## src/wavhp_pkg.sv

```systemverilog
// Shared types and constants for the RIFF/WAVE header parser.
// No dependencies; used by wavhp_out_queue and wav_header_parser_core.
package wavhp_pkg;

  localparam logic [31:0] TAG_RIFF = 32'h5249_4646;
  localparam logic [31:0] TAG_WAVE = 32'h5741_5645;
  localparam logic [31:0] TAG_DATA = 32'h6461_7461;
  localparam logic [31:0] TAG_FMT  = 32'h666d_7420;

  localparam int          CHUNK_LIMIT_DEF = 64;
  localparam logic [31:0] FMT_MIN_SIZE    = 32'd16;
  localparam logic [15:0] FMT_PCM         = 16'd1;

  typedef enum logic [2:0] {
    PH_IDLE  = 3'd0,
    PH_RIFF  = 3'd1,
    PH_CHUNK = 3'd2,
    PH_FMT   = 3'd3,
    PH_SKIP  = 3'd4,
    PH_DONE  = 3'd5
  } phase_t;

  typedef enum logic [1:0] {
    STATUS_OK     = 2'd0,
    STATUS_BAD    = 2'd1,
    STATUS_TRUNC  = 2'd2,
    STATUS_FORMAT = 2'd3
  } status_t;

  typedef struct packed {
    logic [7:0] file_byte;
    logic       first_of_file;
  } in_item_t;

  typedef struct packed {
    status_t     status;
    logic [31:0] sample_rate;
    logic [15:0] channel_count;
    logic [15:0] sample_bits;
    logic [31:0] pcm_length;
    logic [31:0] pcm_offset;
  } out_item_t;

endpackage

```

## src/wavhp_out_queue.sv

```systemverilog
// Two-entry result queue: output register plus skid register.
// Depends on wavhp_pkg for out_item_t.
module wavhp_out_queue (
  input  logic                 clk,
  input  logic                 rst_n,
  input  logic                 push_valid,
  input  wavhp_pkg::out_item_t push_item,
  output logic                 full,
  output logic                 out_valid,
  input  logic                 out_stall,
  output wavhp_pkg::out_item_t out_item
);

  wavhp_pkg::out_item_t head_r, head_nxt;
  wavhp_pkg::out_item_t skid_r, skid_nxt;
  logic                 head_valid_r, head_valid_nxt;
  logic                 skid_valid_r, skid_valid_nxt;
  logic                 pop;

  assign pop       = head_valid_r && !out_stall;
  assign full      = skid_valid_r;
  assign out_valid = head_valid_r;
  assign out_item  = head_r;

  always_comb begin
    head_nxt       = head_r;
    skid_nxt       = skid_r;
    head_valid_nxt = head_valid_r;
    skid_valid_nxt = skid_valid_r;
    if (pop) begin
      // push never coincides with a full skid stage, since full stalls input
      head_nxt       = skid_valid_r ? skid_r : push_item;
      head_valid_nxt = skid_valid_r || push_valid;
      skid_valid_nxt = 1'b0;
    end else if (push_valid) begin
      if (!head_valid_r) begin
        head_nxt       = push_item;
        head_valid_nxt = 1'b1;
      end else begin
        skid_nxt       = push_item;
        skid_valid_nxt = 1'b1;
      end
    end
  end

  always_ff @(posedge clk) begin
    if (!rst_n) begin
      head_valid_r <= 1'b0;
      skid_valid_r <= 1'b0;
    end else begin
      head_valid_r <= head_valid_nxt;
      skid_valid_r <= skid_valid_nxt;
    end
  end

  always_ff @(posedge clk) begin
    head_r <= head_nxt;
    skid_r <= skid_nxt;
  end

  a_skid_needs_head: assert property (@(posedge clk) disable iff (!rst_n)
    skid_valid_r |-> head_valid_r)
    else $error("skid entry held without a head entry");

  a_head_holds: assert property (@(posedge clk) disable iff (!rst_n)
    (head_valid_r && out_stall) |=> (head_valid_r && head_r == $past(head_r)))
    else $error("stalled result changed");

endmodule

```

## src/wav_header_parser_core.sv

```systemverilog
// Top level of the RIFF/WAVE header parser: parse state and byte step logic.
// Depends on wavhp_pkg and wavhp_out_queue.
//
//   channel  | ports                          | moves
//   ---------+--------------------------------+------------------------------
//   input    | in_valid, in_stall, in_item    | one file byte per item
//   result   | out_valid, out_stall, out_item | one parse result per file
//   config   | cfg_wr_en, cfg_wr_data         | file length register write
//
// While in_stall is low, one byte item is taken per cycle; the parse state updates
// at the accepting edge; any result is registered into the two-entry output queue.
// in_stall rises only while both queue entries are held, so a stalled output
// blocks input after two pending results.
// Reset (synchronous, rst_n low) clears file length, parse state and the queue.
module wav_header_parser_core #(
  parameter int CHUNK_LIMIT = wavhp_pkg::CHUNK_LIMIT_DEF
) (
  input  logic                 clk,
  input  logic                 rst_n,
  input  logic                 in_valid,
  output logic                 in_stall,
  input  wavhp_pkg::in_item_t  in_item,
  output logic                 out_valid,
  input  logic                 out_stall,
  output wavhp_pkg::out_item_t out_item,
  input  logic                 cfg_wr_en,
  input  logic [31:0]          cfg_wr_data
);

  localparam int CNT_W = $clog2(CHUNK_LIMIT + 1);

  logic [31:0]       file_length_r;
  logic [31:0]       pos_r, pos_nxt;
  wavhp_pkg::phase_t phase_r, phase_nxt;
  logic [63:0]       win_r, win_nxt;
  logic [32:0]       skip_r, skip_nxt;
  logic [CNT_W-1:0]  chunks_r, chunks_nxt;
  logic              fmt_seen_r, fmt_seen_nxt;
  logic [3:0]        idx_r, idx_nxt;
  logic [31:0]       rate_r, rate_nxt;
  logic [15:0]       chans_r, chans_nxt;
  logic [15:0]       bits_r, bits_nxt;
  logic [15:0]       ftag_r, ftag_nxt;

  logic                 accept;
  logic                 res_fire;
  wavhp_pkg::status_t   res_status;
  logic [31:0]          res_len;
  logic [31:0]          res_off;
  wavhp_pkg::out_item_t res_item;

  logic [31:0] pos_inc;
  logic [31:0] tag;
  logic [31:0] raw;
  logic [31:0] size;
  logic [31:0] avail;
  logic        eoc;

  assign accept = in_valid && !in_stall;

  function automatic wavhp_pkg::status_t eof_status(input wavhp_pkg::phase_t ph);
    return (ph == wavhp_pkg::PH_RIFF || ph == wavhp_pkg::PH_FMT) ?
           wavhp_pkg::STATUS_TRUNC : wavhp_pkg::STATUS_BAD;
  endfunction

  always_comb begin
    pos_nxt      = pos_r;
    phase_nxt    = phase_r;
    win_nxt      = win_r;
    skip_nxt     = skip_r;
    chunks_nxt   = chunks_r;
    fmt_seen_nxt = fmt_seen_r;
    idx_nxt      = idx_r;
    rate_nxt     = rate_r;
    chans_nxt    = chans_r;
    bits_nxt     = bits_r;
    ftag_nxt     = ftag_r;
    res_fire     = 1'b0;
    res_status   = wavhp_pkg::STATUS_OK;
    res_len      = '0;
    res_off      = '0;
    pos_inc      = pos_r + 32'd1;
    tag          = '0;
    raw          = '0;
    size         = '0;
    avail        = '0;
    eoc          = 1'b0;

    if (accept) begin
      if (in_item.first_of_file) begin
        pos_nxt      = '0;
        phase_nxt    = wavhp_pkg::PH_RIFF;
        win_nxt      = '0;
        skip_nxt     = '0;
        chunks_nxt   = '0;
        fmt_seen_nxt = 1'b0;
        idx_nxt      = '0;
        rate_nxt     = '0;
        chans_nxt    = '0;
        bits_nxt     = '0;
        ftag_nxt     = '0;
      end
      pos_inc = pos_nxt + 32'd1;

      if (phase_nxt == wavhp_pkg::PH_IDLE || phase_nxt == wavhp_pkg::PH_DONE) begin
        // bytes outside a parse are dropped
      end else if (pos_nxt >= file_length_r) begin
        // byte beyond the end: not consumed
        res_fire   = 1'b1;
        res_status = eof_status(phase_nxt);
        phase_nxt  = wavhp_pkg::PH_DONE;
      end else begin
        case (phase_nxt)
          wavhp_pkg::PH_RIFF: begin
            // RIFF size bytes 4..7 stay out of the window
            if (pos_nxt < 32'd4 || pos_nxt >= 32'd8) begin
              win_nxt = {win_nxt[55:0], in_item.file_byte};
            end
            if (pos_nxt == 32'd11) begin
              if (win_nxt != {wavhp_pkg::TAG_RIFF, wavhp_pkg::TAG_WAVE}) begin
                res_fire   = 1'b1;
                res_status = wavhp_pkg::STATUS_BAD;
                phase_nxt  = wavhp_pkg::PH_DONE;
              end else begin
                phase_nxt = wavhp_pkg::PH_CHUNK;
                idx_nxt   = '0;
                win_nxt   = '0;
              end
            end
          end
          wavhp_pkg::PH_CHUNK: begin
            win_nxt = {win_nxt[55:0], in_item.file_byte};
            idx_nxt = idx_nxt + 4'd1;
            if (idx_nxt >= 4'd8) begin
              idx_nxt    = '0;
              tag        = win_nxt[63:32];
              raw        = win_nxt[31:0];
              size       = {raw[7:0], raw[15:8], raw[23:16], raw[31:24]};
              chunks_nxt = chunks_nxt + CNT_W'(1);
              if (tag == wavhp_pkg::TAG_DATA) begin
                avail = (file_length_r > pos_inc) ? (file_length_r - pos_inc) : '0;
                res_fire  = 1'b1;
                phase_nxt = wavhp_pkg::PH_DONE;
                if (!fmt_seen_nxt) begin
                  res_status = wavhp_pkg::STATUS_BAD;
                end else begin
                  res_len = (size < avail) ? size : avail;
                  res_off = pos_inc;
                  res_status = (res_len == '0) ? wavhp_pkg::STATUS_TRUNC :
                                                 wavhp_pkg::STATUS_OK;
                end
              end else begin
                // body plus pad byte when the size is odd
                skip_nxt = {1'b0, size} + {32'd0, size[0]};
                if (tag == wavhp_pkg::TAG_FMT && size >= wavhp_pkg::FMT_MIN_SIZE) begin
                  phase_nxt = wavhp_pkg::PH_FMT;
                  idx_nxt   = '0;
                end else if (skip_nxt == '0) begin
                  eoc = 1'b1;
                end else begin
                  phase_nxt = wavhp_pkg::PH_SKIP;
                end
              end
            end
          end
          wavhp_pkg::PH_FMT: begin
            case (idx_nxt)
              4'd0:    ftag_nxt[7:0]   = in_item.file_byte;
              4'd1:    ftag_nxt[15:8]  = in_item.file_byte;
              4'd2:    chans_nxt[7:0]  = in_item.file_byte;
              4'd3:    chans_nxt[15:8] = in_item.file_byte;
              4'd4:    rate_nxt[7:0]   = in_item.file_byte;
              4'd5:    rate_nxt[15:8]  = in_item.file_byte;
              4'd6:    rate_nxt[23:16] = in_item.file_byte;
              4'd7:    rate_nxt[31:24] = in_item.file_byte;
              4'd14:   bits_nxt[7:0]   = in_item.file_byte;
              4'd15:   bits_nxt[15:8]  = in_item.file_byte;
              default: ;
            endcase
            if (idx_nxt == 4'd15) begin
              idx_nxt = '0;
              if (ftag_nxt != wavhp_pkg::FMT_PCM) begin
                res_fire   = 1'b1;
                res_status = wavhp_pkg::STATUS_FORMAT;
                phase_nxt  = wavhp_pkg::PH_DONE;
              end else begin
                fmt_seen_nxt = 1'b1;
                skip_nxt     = skip_nxt - 33'd16;
                if (skip_nxt == '0) begin
                  eoc = 1'b1;
                end else begin
                  phase_nxt = wavhp_pkg::PH_SKIP;
                end
              end
            end else begin
              idx_nxt = idx_nxt + 4'd1;
            end
          end
          wavhp_pkg::PH_SKIP: begin
            if (skip_nxt != '0) begin
              skip_nxt = skip_nxt - 33'd1;
            end
            if (skip_nxt == '0) begin
              eoc = 1'b1;
            end
          end
          default: ;
        endcase

        // end of a chunk body: chunk limit check, else next header
        if (eoc) begin
          if (chunks_nxt >= CNT_W'(CHUNK_LIMIT)) begin
            res_fire   = 1'b1;
            res_status = wavhp_pkg::STATUS_BAD;
            phase_nxt  = wavhp_pkg::PH_DONE;
          end else begin
            phase_nxt = wavhp_pkg::PH_CHUNK;
            idx_nxt   = '0;
            win_nxt   = '0;
          end
        end

        pos_nxt = pos_inc;
        if (!res_fire && phase_nxt != wavhp_pkg::PH_DONE && pos_inc >= file_length_r) begin
          res_fire   = 1'b1;
          res_status = eof_status(phase_nxt);
          phase_nxt  = wavhp_pkg::PH_DONE;
        end
      end
    end

    // all fields but status read zero on a failed parse
    res_item.status = res_status;
    if (res_status == wavhp_pkg::STATUS_OK) begin
      res_item.sample_rate   = rate_nxt;
      res_item.channel_count = chans_nxt;
      res_item.sample_bits   = bits_nxt;
      res_item.pcm_length    = res_len;
      res_item.pcm_offset    = res_off;
    end else begin
      res_item.sample_rate   = '0;
      res_item.channel_count = '0;
      res_item.sample_bits   = '0;
      res_item.pcm_length    = '0;
      res_item.pcm_offset    = '0;
    end
  end

  always_ff @(posedge clk) begin
    if (!rst_n) begin
      file_length_r <= '0;
      pos_r         <= '0;
      phase_r       <= wavhp_pkg::PH_IDLE;
      win_r         <= '0;
      skip_r        <= '0;
      chunks_r      <= '0;
      fmt_seen_r    <= 1'b0;
      idx_r         <= '0;
      rate_r        <= '0;
      chans_r       <= '0;
      bits_r        <= '0;
      ftag_r        <= '0;
    end else begin
      if (cfg_wr_en) begin
        file_length_r <= cfg_wr_data;
      end
      pos_r      <= pos_nxt;
      phase_r    <= phase_nxt;
      win_r      <= win_nxt;
      skip_r     <= skip_nxt;
      chunks_r   <= chunks_nxt;
      fmt_seen_r <= fmt_seen_nxt;
      idx_r      <= idx_nxt;
      rate_r     <= rate_nxt;
      chans_r    <= chans_nxt;
      bits_r     <= bits_nxt;
      ftag_r     <= ftag_nxt;
    end
  end

  wavhp_out_queue u_out_queue (
    .clk        (clk),
    .rst_n      (rst_n),
    .push_valid (res_fire),
    .push_item  (res_item),
    .full       (in_stall),
    .out_valid  (out_valid),
    .out_stall  (out_stall),
    .out_item   (out_item)
  );

  a_stall_means_pending: assert property (@(posedge clk) disable iff (!rst_n)
    in_stall |-> out_valid)
    else $error("input stalled with no pending result");

  a_chunk_bound: assert property (@(posedge clk) disable iff (!rst_n)
    chunks_r <= CNT_W'(CHUNK_LIMIT))
    else $error("chunk count past limit");

  a_idle_holds: assert property (@(posedge clk) disable iff (!rst_n)
    (phase_r == wavhp_pkg::PH_IDLE && !(accept && in_item.first_of_file))
    |=> (phase_r == wavhp_pkg::PH_IDLE && !out_valid))
    else $error("left idle without a first byte");

  a_fmt_body: assert property (@(posedge clk) disable iff (!rst_n)
    (phase_r == wavhp_pkg::PH_FMT) |-> (skip_r >= 33'd16))
    else $error("fmt body shorter than its fields");

  a_hdr_index: assert property (@(posedge clk) disable iff (!rst_n)
    (phase_r == wavhp_pkg::PH_CHUNK) |-> (idx_r < 4'd8))
    else $error("chunk header index out of range");

endmodule

```

## config.mk

```make
export PLATFORM = sky130hd
export DESIGN_NAME = wav_header_parser_core
export DESIGN_NICKNAME = d
export VERILOG_FILES = /design/src/wavhp_pkg.sv /design/src/wavhp_out_queue.sv /design/src/wav_header_parser_core.sv
export SDC_FILE = /design/constraint.sdc
export NUM_CORES = 2
export LEC_CHECK = 0
export ABC_AREA = 0
export BUFFER_PORTS_ARGS = -buffer_cell sky130_fd_sc_hd__buf_4
export CAP_MARGIN = 30
export CORE_MARGIN = 4
export CORE_UTILIZATION = 35
export DETAILED_ROUTE_END_ITERATION = 8
export GPL_TIMING_DRIVEN = 0
export PLACE_DENSITY_LB_ADDON = 0.3
export SYNTH_ARGS = -nofsm -noshare
export SYNTH_HDL_FRONTEND = slang
export SYNTH_SLANG_ARGS = --single-unit
```

## constraint.sdc

```tcl
create_clock -name clk -period 26.6 [get_ports clk]
set_input_delay 5.32 -clock clk [delete_from_list [all_inputs] [get_ports clk]]
set_output_delay 5.32 -clock clk [all_outputs]
set_load 0.01 [all_outputs]
```

# [Yosys cells after proc, flatten, opt, wreduce, memory -nomap -nowiden]
# Cells that the tools add are included.
[classes] bitwise_logic=2 muxes=184 n_addsub=7 n_eq_ne=23 reduce_logical=26 order_cmp=9
[op_table] cell="64-bit two-way mux" count=13
[op_table] cell="32-bit two-way mux" count=25
[op_table] cell="130-bit two-way mux" count=4
[op_table] cell="33-bit two-way mux" count=13
[op_table] cell="16-bit two-way mux" count=14
[op_table] cell="8-bit two-way mux" count=18
[op_table] cell="128-bit two-way mux" count=1
[op_table] cell="64-bit case mux with 2 select lines" count=1
[op_table] cell="33-bit zero test" count=3
[op_table] cell="33-bit case mux with 3 select lines" count=1
[op_table] cell="32-bit by 31-bit equality test with 1-bit output (second input constant)" count=2
[op_table] cell="32-bit greater-or-equal comparator" count=2
[op_table] cell="64-bit by 63-bit inequality test with 1-bit output (second input constant)" count=1
[op_table] cell="7-bit two-way mux" count=9
[op_table] cell="3-bit two-way mux" count=19
[op_table] cell="4-bit two-way mux" count=10
[op_table] cell="1-bit two-way mux" count=37
[op_table] cell="32-bit by 1-bit adder with 33-bit output" count=1
[op_table] cell="33-bit nonzero test" count=1
[op_table] cell="33-bit by 1-bit subtractor with 33-bit output (second input constant)" count=1
[op_table] cell="33-bit by 5-bit subtractor with 33-bit output (second input constant)" count=1
[op_table] cell="32-bit by 1-bit adder with 32-bit output (second input constant)" count=1
[op_table] cell="32-bit by 4-bit equality test with 1-bit output (second input constant)" count=1
[op_table] cell="32-bit by 4-bit greater-or-equal comparator with 1-bit output (second input constant)" count=1
[op_table] cell="other kinds (36)" count=71
[word_totals] register_bits=518 inputBits=46 out_inout_bits=132

# [Logic depth before layout (Yosys ltp)]
[logic_depth] word_depth=32 depth_mapped=50 mapped_depth_nobuf=35

# [By module]
# Synthesis repeated with hierarchy kept, for this count alone.
[hier_totals] cells_unflattened=3477 hier_area_um2=31980.7
[by_module_without_submodules] mod="wav_header_parser_core" area_per_inst_um2=22098.7 n_inst=1 cells_each=3062 seq_area_each_um2=5124.9
[by_module_without_submodules] mod="wavhp_out_queue" area_per_inst_um2=9882.0 n_inst=1 cells_each=415 seq_area_each_um2=7847.5

# [Worst setup path after synthesis]
# Ideal clock, no wire load.
[synth_timing] kind="input to register" startpoint="input in_item[0] (netlist name)" endpoint="register u_out_queue.head_r, in the netlist u_out_queue.out_item[0] (enable)" setup_time_ns=0.799 arrival_ns=20.785 path_slack_ns=5.016 n_path_buf=13 cell_stages=34 required_ns=25.801 path_cell_list="clkbuf_1 > buf_2 > buf_2 > buf_2 > buf_2 > buf_2 > clkbuf_1 > clkbuf_1 > clkbuf_1 > buf_2 > buf_1 > clkbuf_1 > nor2b_1 > ha_1 > nand3_1 > nor2_1 > and4_1 > nand2_1 > nor2_1 > and3_1 > nor3b_1 > xnor2_1 > ha_1 > a21o_1 > a21o_1 > a21oi_1 > o21a_1 > o2111ai_1 > and2_1 > clkbuf_1 > nor3_1 > a21bo_2 > o41ai_1 > o21ai_0"
[synth_via] elab_chain_len=28
[synth_rtl] item="from (decl)" line="wav_header_parser_core.sv:22" source="input wavhp_pkg::in_item_t in_item,"
[synth_rtl] item="branches (longest 24 deep; another with 33-bit by 1-bit subtractor with 33-bit output)"
[synth_rtl] item="1-bit two-way mux *" line="wav_header_parser_core.sv:105" source="if (phase_nxt == wavhp_pkg::PH_IDLE || phase_nxt == wavhp_pkg::PH_DONE) begin"
[synth_rtl] item="1-bit two-way mux *" line="wav_header_parser_core.sv:89" source="if (accept) begin"
[synth_rtl] item="2-bit nonzero test (no source line) *"
[synth_rtl] item="2-bit AND reduction (no source line) *"
[synth_rtl] item="to (signal assigned)" line="wavhp_out_queue.sv:57" source="head_r <= head_nxt;"
[synth_rtl] item="to (decl)" line="wavhp_out_queue.sv:14" source="wavhp_pkg::out_item_t head_r, head_nxt;"
# Every way passes the cells marked *. The select of a mux whose other input is x is not followed.
# A chain may end at the register's enable or synchronous reset.

==> results.toml <==
[outcome]
status = "finished clean"

[worst_hold_path]
hold_class = "reg -> reg"

[synth]
syn_area_um2 = 30700
synthDistinctLibCells = 109
synth_cells = 3420
yosys_warnings = 0
synth_ff_type = "edfxtp_1"
ys_ff_latch = 518
seq_area_frac_synth = 0.422
synth-edff-count = 260
syn_nets = 3573
async_flop_share = 0
syn_avg_cell_area_um2 = 8.98

[floorplanning]
core_um2 = 86900
die_y_um = 304
die_area_um2 = 92600
rows = 108
io_pins = 178
die_x_um = 304
start_util = 0.353

[timing]
fin_crit_sh = 0.774
setup_violations = 0
tightest_slew_ps = 1140
grt_setup_unrepaired = "no"
final-hold-violation-count = 0
clock_skew_ps = 47.5
drv_slew = 0
slew_headroom = 0.243
timing.fmax_ghz = 0.0486
layout_min_cycle_time_ps = 20590
setup_tns_ps = 0

[cts]
cts_resized = 0
h-tree-depth = 2
clkTransAtPathRegs_ps = 60
postCtsSetupRepairBufs = 0
cts.sinks = 518
root_buffer = "clkbuf_16"
clock_path_buffers = 3
cts_tree = "built"
cts.hold.buffers_added = 0
cts_buffers = 57
worstSkewPairLatency_ps = 670

[layout]
nets = 3830
fill_cells = 8774
syn_to_final_growth_pct = 16.5
final_cell_count_no_fill = 4883
drive_above_1_share = 0.111
design_area_um2 = 35800

[placement]
place_area_um2 = 33800
place.gp.congestion = 1.01
dp_hpwl_um = 97500
port_buffers = 175
placed_cells = 4771

[critical_path]
critPathMaxStageDelay_ps = 810
criticalPathCategory = "in -> reg"
crit_path_max_fanout = 10
critical_path_arrival_ps = 20960
critPathCaptureType = "flip-flop"
required_ps = 26970
worstSetupStartpointType = "primary input"
crit_slowest_cell = "clkbuf_1"

[power]
p_switching_uw = 652
cellPowerDensity_nw_per_um2 = 59.4
clockPowerShare = 0.382
p_seq_frac = 0.419
combPwrFrac = 0.198
p_sw_frac = 0.307
p_int_mw = 1.47
p_leak_nw = 13.0
max-vdd-ir-drop_mv = 0.0533

[global_route]
grt_overflow_total = 0
grt_pass1_wl_um = 184000
grt_max_degree = 33
antenna_found_initial = 4
track_usage = 0.261
first_global_vias = 27232

[detailed_routing]
dr.pass1.iters = 5
ant_nets = 0
drt-vias-per-instance = 5.84
wl_per_cell_um = 25.9
wirelength_um = 126000
vias = 28509
route.detailed.drc = 0
first_iter_violations = 3068

[flow_run]
cap_violations = 0
final timing paths:
| kind | from | slack [ps] | cells after the start | to |
|---|---|---|---|---|
| worst max register to register | pos_r[0] | 15780 | 36 | u_out_queue.out_item[67] |
| worst max-delay path | in_item[0] | 6010 | 46 | u_out_queue.out_item[67] |
| worst min register to register | win_r[62] | 470 | 1 | win_r[62] |
| worst min-delay path | win_r[62] | 470 | 1 | win_r[62] |
cell families after synthesis:
| family | after synthesis | share of synthesized area |
|---|---|---|
| DFF | 518 | 0.422 |
| adders and majority gates | 107 | 0.0438 |
| muxes | 51 | 0.0167 |
| AOI/OAI and AO/OA | 912 | 0.204 |
| and+or+nand+nor | 1386 | 0.235 |
| xor gates and xnor gates | 107 | 0.0314 |
| buffers and inverters | 339 | 0.0466 |
routing by layer:
metal / part of all wire / GRT usage / vias to the layer above
met3: 0.079 / 0.0454 / 272
met4: 0.040 / 0.0953 / 4
met2: 0.45 / 0.415 / 1285
li1: - / - / 13081
met5: 0.00025 / 0 / -
met1: 0.43 / 0.356 / 13867
registers in the layout (all words and copies together), names as in the netlist:
signal / count
u_out_queue.out_item: 130
u_out_queue.skid_r: 130
win_r: 64
skip_r: 33
file_length_r: 32
pos_r: 32
rate_r: 32
bits_r: 16
chans_r: 16
ftag_r: 16
chunks_r: 7
idx_r: 4
phase_r: 3
fmt_seen_r: 1
u_out_queue.full: 1
u_out_queue.out_valid: 1
power by group through the flow:
stage	sequential [mW]	combinational, mW	clock (mW)
after floorplan	0.933	0.220	0
after global placement	0.931	0.402	0
after detailed placement	0.909	0.410	0
after CTS	0.892	0.412	0.827
after global routing	0.895	0.447	0.859
final	0.892	0.421	0.813
synth_stat cells (19+ instances only):
cell,instances,share of area
xor2_1,32,0.0091
or2_2,19,0.0039
a22o_1,88,0.025
ha_1,106,0.043
o31ai_1,47,0.011
and3_1,36,0.0073
nor2b_1,205,0.042
a211oi_1,22,0.0054
o21a_1,22,0.0054
nor3_1,53,0.0086
and2_1,73,0.015
a22oi_1,76,0.019
dfxtp_1,258,0.17
a31oi_1,28,0.0057
a21oi_1,136,0.022
clkbuf_1,173,0.021
nor2_1,307,0.038
buf_2,35,0.0057
edfxtp_1,260,0.25
mux2i_1,50,0.016
nand4_1,56,0.011
or3_1,25,0.0051
xnor2_1,73,0.021
inv_1,99,0.012
nor4_1,58,0.012
nand3_1,81,0.013
o21ai_1,28,0.0046
o21ai_0,199,0.032
nand2b_1,29,0.0059
nand2_1,330,0.040
a21o_1,79,0.019
final cells by class:
class,count,area (um2),area share
Timing Repair Buffer,198,1660,0.0464
Sequential cell,518,13000,0.363
Clock buffer,77,1600,0.0448
Tap cell,1155,1450,0.0404
Inverter,101,379,0.0106
Multi-Input combinational cell,2563,16300,0.457
Antenna cell,3,7.51,0.000210
Buffer,238,1050,0.0294
Clock inverter,30,309,0.00864
through the flow:
| step | util | total power [mW] | hold WS, ps | setup WS, ps |
|---|---|---|---|---|
| 4_1_cts | 0.411 | 2.13 | 474 | 6350 |
| 6_report | 0.412 | 2.13 | 475 | 6010 |
| 2_1_floorplan | - | 1.15 | 435 | 5020 |
| 3_5_place_dp | 0.389 | 1.32 | 456 | 5710 |
| 5_1_grt | 0.412 | 2.20 | 484 | 5490 |
| 3_3_place_gp | 0.385 | 1.33 | 453 | -5430 |
worst max-delay path: cells and delay by family:
kind,cells,cell delay [ps]
AOI/OAI and AO/OA,8,2500
xor gates and xnor gates,1,450
adders and majority gates,3,1030
buffers and inverters,18,7980
and+or+nand+nor,16,3590
cells in the final DEF (no fill, tap or decap), types with 58 or more instances in the layout:
cell	Yosys	final
a22o_1	88	88
nor2_1	307	305
buf_4	5	184
o21ai_0	199	198
and2_1	73	73
nand2_1	330	330
edfxtp_1	260	260
a21o_1	79	79
a21oi_1	136	136
nor2b_1	205	205
clkbuf_16	0	58
inv_1	99	99
nand3_1	81	81
ha_1	106	106
dfxtp_1	258	258
xnor2_1	73	73
clkbuf_1	173	183
a22oi_1	76	76
Note: power is estimated with default switching activity, not from simulation.
